### config.mk
export PLATFORM = sky130hd
export DESIGN_NAME = sorted_list_insert_delete
export DESIGN_NICKNAME = d
export VERILOG_FILES = /design/src/hw/rtl/sli_pkg.sv /design/src/hw/rtl/sli_front.sv /design/src/hw/rtl/sli_back.sv /design/src/hw/rtl/sorted_list_insert_delete.sv
export SDC_FILE = /design/constraint.sdc
export NUM_CORES = 2
export LEC_CHECK = 0
export BUFFER_PORTS_ARGS = -buffer_cell sky130_fd_sc_hd__buf_2
export CAP_MARGIN = 5
export CELL_PAD_IN_SITES_DETAIL_PLACEMENT = 2
export CELL_PAD_IN_SITES_GLOBAL_PLACEMENT = 2
export CORE_UTILIZATION = 40
export DETAILED_ROUTE_END_ITERATION = 12
export PLACE_DENSITY = 0.79
export SLEW_MARGIN = 10
export SYNTH_ARGS = -nofsm -noshare
export SYNTH_HDL_FRONTEND = slang
export SYNTH_SLANG_ARGS = --single-unit
### constraint.sdc
create_clock -name clk_i -period 9.3 [get_ports clk_i]
set_input_delay 0.465 -clock clk_i [delete_from_list [all_inputs] [get_ports clk_i]]
set_output_delay 0.465 -clock clk_i [all_outputs]
set_load 0.05 [all_outputs]
### src/hw/rtl/sli_pkg.sv
// Shared types and constants for the sorted list block.
package sli_pkg;

  // Default list capacity
  localparam int unsigned DEPTH_DEF = 16;
  // Entries in the queue between front and back
  localparam int unsigned QUEUE_DEPTH = 2;

  localparam int unsigned VALUE_W = 32;
  localparam int unsigned POS_W   = 5;

  // Mode codes on the input word
  localparam logic [1:0] MODE_INSERT = 2'd0;
  localparam logic [1:0] MODE_DELETE = 2'd1;
  localparam logic [1:0] MODE_PRINT  = 2'd2;

  // Status codes on the result word
  localparam logic [1:0] ST_OK      = 2'd0;
  localparam logic [1:0] ST_FULL    = 2'd1;
  localparam logic [1:0] ST_EMPTY   = 2'd2;
  localparam logic [1:0] ST_MISSING = 2'd3;

  typedef enum logic [1:0] {
    OP_INSERT,
    OP_DELETE,
    OP_PRINT,
    OP_NONE
  } op_e;

  // Classified word handed from front to back
  typedef struct packed {
    op_e                       op;
    logic signed [VALUE_W-1:0] value;
  } item_t;

endpackage

### src/hw/rtl/sli_front.sv
// Front end: accepts input words, classifies the mode and queues them.
module sli_front (
  input  logic                                clk_i,
  input  logic                                rst_ni,
  input  logic                                in_valid_i,
  output logic                                in_stall_o,
  input  logic [1:0]                          mode_i,
  input  logic signed [sli_pkg::VALUE_W-1:0]  value_i,
  output logic                                item_valid_o,
  output sli_pkg::item_t                      item_o,
  input  logic                                item_pop_i
);

  localparam int unsigned QD = sli_pkg::QUEUE_DEPTH;
  localparam int unsigned QW = (QD > 1) ? $clog2(QD) : 1;
  localparam int unsigned FW = $clog2(QD + 1);

  sli_pkg::item_t      queue_q [QD];
  logic [QW-1:0]       wr_ptr_q, wr_ptr_d;
  logic [QW-1:0]       rd_ptr_q, rd_ptr_d;
  logic [FW-1:0]       fill_q, fill_d;
  sli_pkg::item_t      item_in;
  logic                push;
  logic                pop;

  // Classify the incoming mode
  always_comb begin
    item_in.value = value_i;
    unique case (mode_i)
      sli_pkg::MODE_INSERT: item_in.op = sli_pkg::OP_INSERT;
      sli_pkg::MODE_DELETE: item_in.op = sli_pkg::OP_DELETE;
      sli_pkg::MODE_PRINT:  item_in.op = sli_pkg::OP_PRINT;
      default:              item_in.op = sli_pkg::OP_NONE;
    endcase
  end

  assign in_stall_o   = (fill_q == FW'(QD));
  assign push         = in_valid_i && !in_stall_o;
  assign item_valid_o = (fill_q != '0);
  assign pop          = item_pop_i && item_valid_o;
  assign item_o       = queue_q[rd_ptr_q];

  // Advance pointers and fill level
  always_comb begin
    wr_ptr_d = wr_ptr_q;
    rd_ptr_d = rd_ptr_q;
    fill_d   = fill_q;
    if (push) begin
      wr_ptr_d = (wr_ptr_q == QW'(QD - 1)) ? '0 : wr_ptr_q + 1'b1;
    end
    if (pop) begin
      rd_ptr_d = (rd_ptr_q == QW'(QD - 1)) ? '0 : rd_ptr_q + 1'b1;
    end
    if (push && !pop) begin
      fill_d = fill_q + 1'b1;
    end else if (pop && !push) begin
      fill_d = fill_q - 1'b1;
    end
  end

  always_ff @(posedge clk_i or negedge rst_ni) begin
    if (!rst_ni) begin
      wr_ptr_q <= '0;
      rd_ptr_q <= '0;
      fill_q   <= '0;
    end else begin
      wr_ptr_q <= wr_ptr_d;
      rd_ptr_q <= rd_ptr_d;
      fill_q   <= fill_d;
    end
  end

  // Store the queued word
  always_ff @(posedge clk_i) begin
    if (push) begin
      queue_q[wr_ptr_q] <= item_in;
    end
  end

endmodule

### src/hw/rtl/sli_back.sv
// Back end: compare-and-shift list of cells, print sequencer and result register.
module sli_back #(
  parameter int unsigned DEPTH = sli_pkg::DEPTH_DEF
) (
  input  logic                                clk_i,
  input  logic                                rst_ni,
  input  logic                                item_valid_i,
  input  sli_pkg::item_t                      item_i,
  output logic                                item_pop_o,
  output logic                                out_valid_o,
  input  logic                                out_stall_i,
  output logic [1:0]                          status_o,
  output logic [sli_pkg::POS_W-1:0]           position_o,
  output logic signed [sli_pkg::VALUE_W-1:0]  element_o,
  output logic                                last_o
);

  localparam int unsigned CW = $clog2(DEPTH + 1);
  localparam int unsigned VW = sli_pkg::VALUE_W;

  typedef enum logic {
    ST_IDLE,
    ST_PRINT
  } state_e;

  state_e                      state_q;
  logic [CW-1:0]               count_q;
  logic [CW-1:0]               pidx_q;
  logic                        out_valid_q;
  logic [1:0]                  status_q;
  logic [sli_pkg::POS_W-1:0]   position_q;
  logic signed [VW-1:0]        element_q;
  logic                        last_q;

  logic signed [VW-1:0]        entries_q  [DEPTH];
  logic signed [VW-1:0]        entries_d  [DEPTH];
  logic signed [VW-1:0]        up         [DEPTH];
  logic signed [VW-1:0]        down       [DEPTH];
  logic [DEPTH-1:0]            live;
  logic [DEPTH-1:0]            ge;
  logic [DEPTH-1:0]            eq;
  logic [DEPTH-1:0]            mark;
  logic                        full;
  logic                        found;
  logic                        out_free;
  logic                        take;
  logic                        do_ins;
  logic                        do_del;
  logic                        do_rot;
  logic [CW-1:0]               last_idx;
  logic [31:0]                 pos_next;

  // Compare the key against every cell
  always_comb begin
    for (int i = 0; i < DEPTH; i++) begin
      live[i] = (CW'(i) < count_q);
      ge[i]   = live[i] && (entries_q[i] >= item_i.value);
      eq[i]   = live[i] && (entries_q[i] == item_i.value);
      mark[i] = ge[i] || !live[i];
    end
  end

  // Neighbour taps for shifting
  always_comb begin
    for (int i = 0; i < DEPTH - 1; i++) begin
      up[i]       = entries_q[i + 1];
      down[i + 1] = entries_q[i];
    end
    up[DEPTH-1] = entries_q[DEPTH-1];
    down[0]     = entries_q[0];
  end

  assign full     = (count_q == CW'(DEPTH));
  assign found    = |eq;
  assign out_free = !out_valid_q || !out_stall_i;
  assign take     = (state_q == ST_IDLE) && item_valid_i && out_free;
  assign do_ins   = take && (item_i.op == sli_pkg::OP_INSERT) && !full;
  assign do_del   = take && (item_i.op == sli_pkg::OP_DELETE) && found;
  assign do_rot   = (take && (item_i.op == sli_pkg::OP_PRINT) && (count_q != '0))
                 || ((state_q == ST_PRINT) && out_free);
  assign last_idx = count_q - 1'b1;
  assign pos_next = 32'(pidx_q) + 32'd1;

  assign item_pop_o = take;

  // Shift in on insert, close the gap on delete, rotate on print
  always_comb begin
    for (int i = 0; i < DEPTH; i++) begin
      entries_d[i] = entries_q[i];
      if (do_ins && mark[i]) begin
        if (i == 0) begin
          entries_d[i] = item_i.value;
        end else if (mark[i-1]) begin
          entries_d[i] = down[i];
        end else begin
          entries_d[i] = item_i.value;
        end
      end else if (do_del && ge[i]) begin
        entries_d[i] = up[i];
      end else if (do_rot) begin
        if (CW'(i) < last_idx) begin
          entries_d[i] = up[i];
        end else if (CW'(i) == last_idx) begin
          entries_d[i] = entries_q[0];
        end
      end
    end
  end

  always_ff @(posedge clk_i) begin
    for (int i = 0; i < DEPTH; i++) begin
      entries_q[i] <= entries_d[i];
    end
  end

  // Hold state, count and the result word
  always_ff @(posedge clk_i or negedge rst_ni) begin
    if (!rst_ni) begin
      state_q     <= ST_IDLE;
      count_q     <= '0;
      pidx_q      <= '0;
      out_valid_q <= 1'b0;
      status_q    <= sli_pkg::ST_OK;
      position_q  <= '0;
      element_q   <= '0;
      last_q      <= 1'b0;
    end else begin
      if (out_valid_q && !out_stall_i) begin
        out_valid_q <= 1'b0;
      end
      unique case (state_q)
        ST_IDLE: begin
          if (take) begin
            out_valid_q <= 1'b1;
            status_q    <= sli_pkg::ST_OK;
            position_q  <= '0;
            element_q   <= '0;
            last_q      <= 1'b1;
            unique case (item_i.op)
              sli_pkg::OP_INSERT: begin
                if (full) begin
                  status_q <= sli_pkg::ST_FULL;
                end else begin
                  count_q <= count_q + 1'b1;
                end
              end
              sli_pkg::OP_DELETE: begin
                if (count_q == '0) begin
                  status_q <= sli_pkg::ST_EMPTY;
                end else if (!found) begin
                  status_q <= sli_pkg::ST_MISSING;
                end else begin
                  count_q <= count_q - 1'b1;
                end
              end
              sli_pkg::OP_PRINT: begin
                if (count_q == '0) begin
                  status_q <= sli_pkg::ST_EMPTY;
                end else begin
                  position_q <= sli_pkg::POS_W'(1);
                  element_q  <= entries_q[0];
                  last_q     <= (count_q == CW'(1));
                  pidx_q     <= CW'(1);
                  if (count_q != CW'(1)) begin
                    state_q <= ST_PRINT;
                  end
                end
              end
              default: begin
              end
            endcase
          end
        end
        ST_PRINT: begin
          if (out_free) begin
            out_valid_q <= 1'b1;
            status_q    <= sli_pkg::ST_OK;
            position_q  <= pos_next[sli_pkg::POS_W-1:0];
            element_q   <= entries_q[0];
            last_q      <= (pidx_q == last_idx);
            pidx_q      <= pidx_q + 1'b1;
            if (pidx_q == last_idx) begin
              state_q <= ST_IDLE;
            end
          end
        end
        default: begin
          state_q <= ST_IDLE;
        end
      endcase
    end
  end

  assign out_valid_o = out_valid_q;
  assign status_o    = status_q;
  assign position_o  = position_q;
  assign element_o   = element_q;
  assign last_o      = last_q;

endmodule

### src/hw/rtl/sorted_list_insert_delete.sv
// Sorted list block: bounded list of signed values kept in ascending order.
//
// Input channel (in_valid_i / in_stall_o): one word per operation, mode_i
// selects insert, delete or print, value_i carries the value or key.
// Output channel (out_valid_o / out_stall_i): result words with status,
// position, element and a last flag closing the results of one operation.
// A word moves when valid is high and stall is low at a rising clock edge.
// The input word is first stored in the queue, then taken by the back end,
// which registers its first result word; a stall on either side can delay it.
// Insert, delete and unused modes give one result word each; print gives one
// result word per stored entry (at least one), as the list rotates one cell
// per result word, and the back end takes no new word until print is done.
// A two-word queue sits between the front end and the list, so input words
// are taken while the back end is busy printing or waiting on the receiver.
// While the receiver stalls, the result register holds its word and the
// back end waits; the queue fills and then stalls the sender.
// Reset empties the list and the queue and drops any pending result.
module sorted_list_insert_delete #(
  parameter int unsigned DEPTH = sli_pkg::DEPTH_DEF
) (
  input  logic                                clk_i,
  input  logic                                rst_ni,
  input  logic                                in_valid_i,
  output logic                                in_stall_o,
  input  logic [1:0]                          mode_i,
  input  logic signed [sli_pkg::VALUE_W-1:0]  value_i,
  output logic                                out_valid_o,
  input  logic                                out_stall_i,
  output logic [1:0]                          status_o,
  output logic [sli_pkg::POS_W-1:0]           position_o,
  output logic signed [sli_pkg::VALUE_W-1:0]  element_o,
  output logic                                last_o
);

  logic           item_valid;
  sli_pkg::item_t item;
  logic           item_pop;

  // Accept and classify input words
  sli_front u_front (
    .clk_i        (clk_i),
    .rst_ni       (rst_ni),
    .in_valid_i   (in_valid_i),
    .in_stall_o   (in_stall_o),
    .mode_i       (mode_i),
    .value_i      (value_i),
    .item_valid_o (item_valid),
    .item_o       (item),
    .item_pop_i   (item_pop)
  );

  // Carry out operations on the list
  sli_back #(
    .DEPTH (DEPTH)
  ) u_back (
    .clk_i        (clk_i),
    .rst_ni       (rst_ni),
    .item_valid_i (item_valid),
    .item_i       (item),
    .item_pop_o   (item_pop),
    .out_valid_o  (out_valid_o),
    .out_stall_i  (out_stall_i),
    .status_o     (status_o),
    .position_o   (position_o),
    .element_o    (element_o),
    .last_o       (last_o)
  );

endmodule

# Yosys cells after proc, flatten, opt, wreduce, memory -nomap -nowiden
# Memory sizes are Yosys's and may differ from the RTL's.
# Cells that the tools add are included.
# W data, S select, Z words.
[totals]
romBits = 0
ramBits = 580
mem_count = 2
latch_bits = 0
reg_bits = 56
[mem_list]
columns = ["name", "depth", "word_bits", "rd", "rd_ports_with_merged_regs", "write_ports", "line", "text"]
rows = [
  ["u_back.entries_q", 16, 32, 16, 0, 16, "sli_back.sv:35", "logic signed [VW-1:0] entries_q [DEPTH];"],
  ["u_front.queue_q", 2, 34, 1, 0, 1, "sli_front.sv:18", "sli_pkg::item_t queue_q [QD];"],
]
[classes]
div_mod_pow = 0
mux = 144
shift = 0
n_lt_le_gt_ge = 48
bitwise = 1
addsub = 8
eq_ne = 47
reduce_logical = 129
mul = 0
[ops]
columns = ["op", "count"]
rows = [
  ["$mux W32", 98],
  ["$eq A32 B32 Y1", 16],
  ["$ge A32 B32 Y1", 16],
  ["$lt A4 B5 Y1 const A", 16],
  ["$logic_and A1 B1 Y1", 78],
  ["$pmux W32 S2", 1],
  ["$mux W5", 10],
  ["$eq A4 B5 Y1 const A", 8],
  ["$lt A3 B5 Y1 const A", 8],
  ["$pmux W5 S2", 3],
  ["$logic_not A1 Y1", 22],
  ["$eq A3 B5 Y1 const A", 4],
  ["$lt A1 B5 Y1 const A", 4],
  ["$lt A2 B5 Y1 const A", 4],
  ["$mux W1", 19],
  ["$logic_or A1 B1 Y1", 18],
  ["$reduce_or A16 Y1", 1],
  ["$add A5 B1 Y5 const B", 3],
  ["$mux W2", 7],
  ["$pmux W2 S3", 2],
  ["$eq A2 B5 Y1 const A", 2],
  ["$ne A2 B2 Y1 const B", 5],
  ["$eq A2 B2 Y1 const B", 3],
  ["$pmux W1 S2", 3],
  ["other kinds (20)", 26],
]

# Logic depth before layout (Yosys ltp)
[depth]
word_depth = 9
depth_mapped = 18
depth_no_buf = 12

# Modules after synthesis
# Synthesis repeated with hierarchy kept, for this count alone.
[unflattened]
hier_cells = 4861
hier_area_um2 = 47015.1
[modules_own_cells]
columns = ["module", "area_per_inst_um2", "cells_each", "n_inst"]
rows = [
  ["sli_back", 44202.4, 4734, 1],
  ["sli_front", 2812.7, 127, 1],
]

# Worst setup path after synthesis
# Ideal clock, no wire load.
[synth_path]
path_type = "flip-flop to flip-flop"
start = "register, netlist name u_front.rd_ptr_q"
end = "memory u_back.entries_q[0][64] (netlist bit) (enable)"
required_time_ps = 8834
arrival_ps = 6364
setup_ps = 466
slack_ps = 2471
stages_incl_launch_ff = 17
cell_sequence = "dfrtp_1 > buf_2 > buf_1 > mux2_2 > inv_1 > clkbuf_1 > ha_1 > a21oi_1 > nand2_1 > a221o_1 > o31ai_1 > o2111ai_1 > mux2i_1 > clkbuf_1 > clkbuf_1 > inv_1 > o21ai_0"
[synth_lines]
columns = ["element", "line"]
rows = [
  ["end: declaration", "sli_back.sv:35"],
]

==> metrics.txt <==
worst min path class in -> reg; sequential share of the synthesized area 40.1%; post-synthesis compound-gate area fraction 19.5%; CTS Buf Count 81; die width 345 µm; 1st-iter DRT viols 4105; largest family of logic cells by synthesized area compound AO/OA/AOI/OAI gates; arrival time worst endpoint 7900 ps; Post-Synth Adder-Cell Area 13.8%; vias per std cell 6.68; Core Area 116000 µm²; WP data required 9660 ps; post-synthesis xor/xnor area fraction 0.466%; TritonCTS Sinks 636; nets 5185; EDFF count, synth 580; slowest stage cell, crit path a211oi_4; outcome finished clean; Post-Synth Simple-Gate Area 10.7%; TNS Setup 0 ps; reg2reg start u_front.rd_ptr_q$_DFFE_PN0P_; initial antenna violation count 3; Layout area overhead 11.9%; Worst Clk Skew 32.9 ps; most common cell after layout, fill and taps aside edfxtp_1; Mapped Area 47000 µm²; final hold vios 0; vias in the first global route 43.9k; minimum period implied by the final worst setup slack 7530 ps; Yosys top cell area share 37.1%; mux share of post-synthesis cell area 11.5%; post-synth top area cell edfxtp_1; max cap viols 0; PortBufs 79; HP Start value_i[28]; Buf/Inv on CP 4; most frequent cells in the layout edfxtp_1, ha_1, a21oi_1; Syn Area/Cell 10.2 µm²; FMAX 133 MHz; initial core utilization 40.4%; dpl hpwl 149000 µm; clk root buf clkbuf_16; ys flop type edfxtp_1; crit path launch type flop; Worst Setup Path Type reg -> reg; Synth cell types 91; global-route wire length before repair 301000 µm; Worst Tran Pin Value 1300 ps; Yosys reg bits 636; routed wire length 206000 µm; relative max-transition margin 13.0%; Final GP Congestion 0.962; crit share post-route 81.0%; Setup crit end kind flop; All-Layer GR Usage 34.2%; first-pass iteration count of the detailed router 5; Worst-Skew Late Latency 690 ps; Final setup violation count 0; final hold slack 27.5 ps; max incr delay on CP 1050 ps; Placed Instances 6036; most frequent CP cell buf_4; via count 41.5k; Cell Chain, Critical Path buf_4, mux2_2, inv_1, ha_1, nand2_1, nor4_1, a21boi_0, o32a_1, mux2i_1, o21ai_4, buf_4, and2_2, a211oi_4, buf_4, a221oi_1; CP Max Fanout 65; synth top area cells edfxtp_1, ha_1, mux2i_1; Max Root-Sink Buffers 3; # H-tree levels 3; post-route ant nets 0; RSZ-0062 raised after global routing false; Worst setup startpoint u_front.rd_ptr_q$_DFFE_PN0P_; syn_nets 5152; DR DRC count 0; final count of pins violating max slew 0; grt ovf 0; largest net degree at the start of global routing 67; post-DR wirelength/cell 33.2 µm; layout cells sized above 1 13.3%; CTS clk-pin slew, worst paths 60 ps; fin cells 6219; row cnt 125; asr flop ratio synth 8.81%; Die ar. 119000 µm²; CTS tree done; yosys warns 0; delay-heaviest family, CP buffers and inverters; # IOs 80; DIE HEIGHT 345 µm; Cells after Synth 4595
synthesized netlist by cell type (15+ instances only):
master,number
o221a_2,64
a21oi_1,500
o211ai_1,112
nor3_1,21
clkbuf_1,216
edfxtp_1,580
o21ai_1,52
nand2b_1,48
and4_1,16
nor2_1,322
a221o_1,38
buf_1,16
o21ai_0,179
or3_1,35
buf_2,71
nor2b_1,18
dfrtp_1,56
a21o_1,46
nor4_1,30
a221oi_2,50
inv_1,137
a221oi_1,28
a22oi_1,98
nand3_1,67
ha_1,519
mux2_2,71
a211oi_1,76
nand4_1,102
nand2_1,386
mux2i_1,460
xnor2_1,15
registers in the layout (all words and copies together) (netlist names), 2 cells and up:
register,cells
u_back.position_o,5
u_back.pidx_q,5
u_back.count_q,5
u_back.status_o,2
u_back.entries_q,512
u_front.queue_q,68
u_front.fill_q,2
u_back.element_o,32
final cells by class:
| cell class | count | area (µm²) |
|---|---|---|
| clock inverters | 45 | 422 |
| clock buffers | 104 | 2290 |
| fillers | 12138 | 63800 |
| flip-flops and latches | 636 | 18800 |
| well taps | 1524 | 1910 |
| multi-input cells | 3501 | 26700 |
| repair buffers | 269 | 1910 |
| inverters | 139 | 522 |
| diodes | 1 | 2.50 |
per-layer routing:
layer	track usage (%)	wire length, µm	up-vias	part of all wire [%]
met2	54.8	94600	1737	46
met5	0	21	-	0.010
met3	4.45	14100	401	6.8
met1	46.6	89400	21600	43
li1	-	-	17786	-
met4	13.5	8020	4	3.9
metrics by stage:
step | utilization, % | area, µm² | setup WS (ps)
after global routing | 45.2 | 52600 | 1440
after detailed placement | 42.6 | 49500 | 1840
after floorplan | - | 47000 | 2470
final | 45.2 | 52600 | 1770
after global placement | 42.6 | 49500 | 2180
after CTS | 45.2 | 52600 | 1770
final timing paths:
check	end	slack [ps]	cells past startpoint
max reg2reg	u_back.entries_q[1][63]$_DFFE_PP_	1770	15
max in group asynchronous	u_back.element_o[21]$_DFFE_PN0P_	8200	2
min	u_front.queue_q[1][28]$_DFFE_PP_	30	1
max	u_back.entries_q[1][63]$_DFFE_PP_	1770	15
min in group asynchronous	u_back.element_o[11]$_DFFE_PN0P_	440	2
min reg2reg	u_back.element_o[30]$_DFFE_PN0P_	480	2
repair_timing:
action / in CTS / in global routing
resized for setup: 0 / 0
buffers inserted: 0 / 0
hold buffers: 33 / 0
endpoints found under the hold margin: 120 / 0
endpoints found under the setup margin: 0 / 0
logic make-up after synthesis:
kind of cell | Yosys count
xor gates and xnor gates | 25
buffers and inverters | 458
adders and majority gates | 519
muxes | 531
DFF | 636
and+or+nand+nor | 1083
AOI/OAI and AO/OA | 1343
worst register-to-register path, delay by kind of cell, from the launching register on:
family                     cells  cell delay (ps)
AOI/OAI and AO/OA              5             1810
adders and majority gates      1              250
buffers and inverters          4             1960
DFF                            1              720
muxes                          2             1030
and+or+nand+nor                3             1460
Power is left out: the tool's default activity adds up to more than one toggle a clock period on the data nets, which glitch-free logic cannot reach.
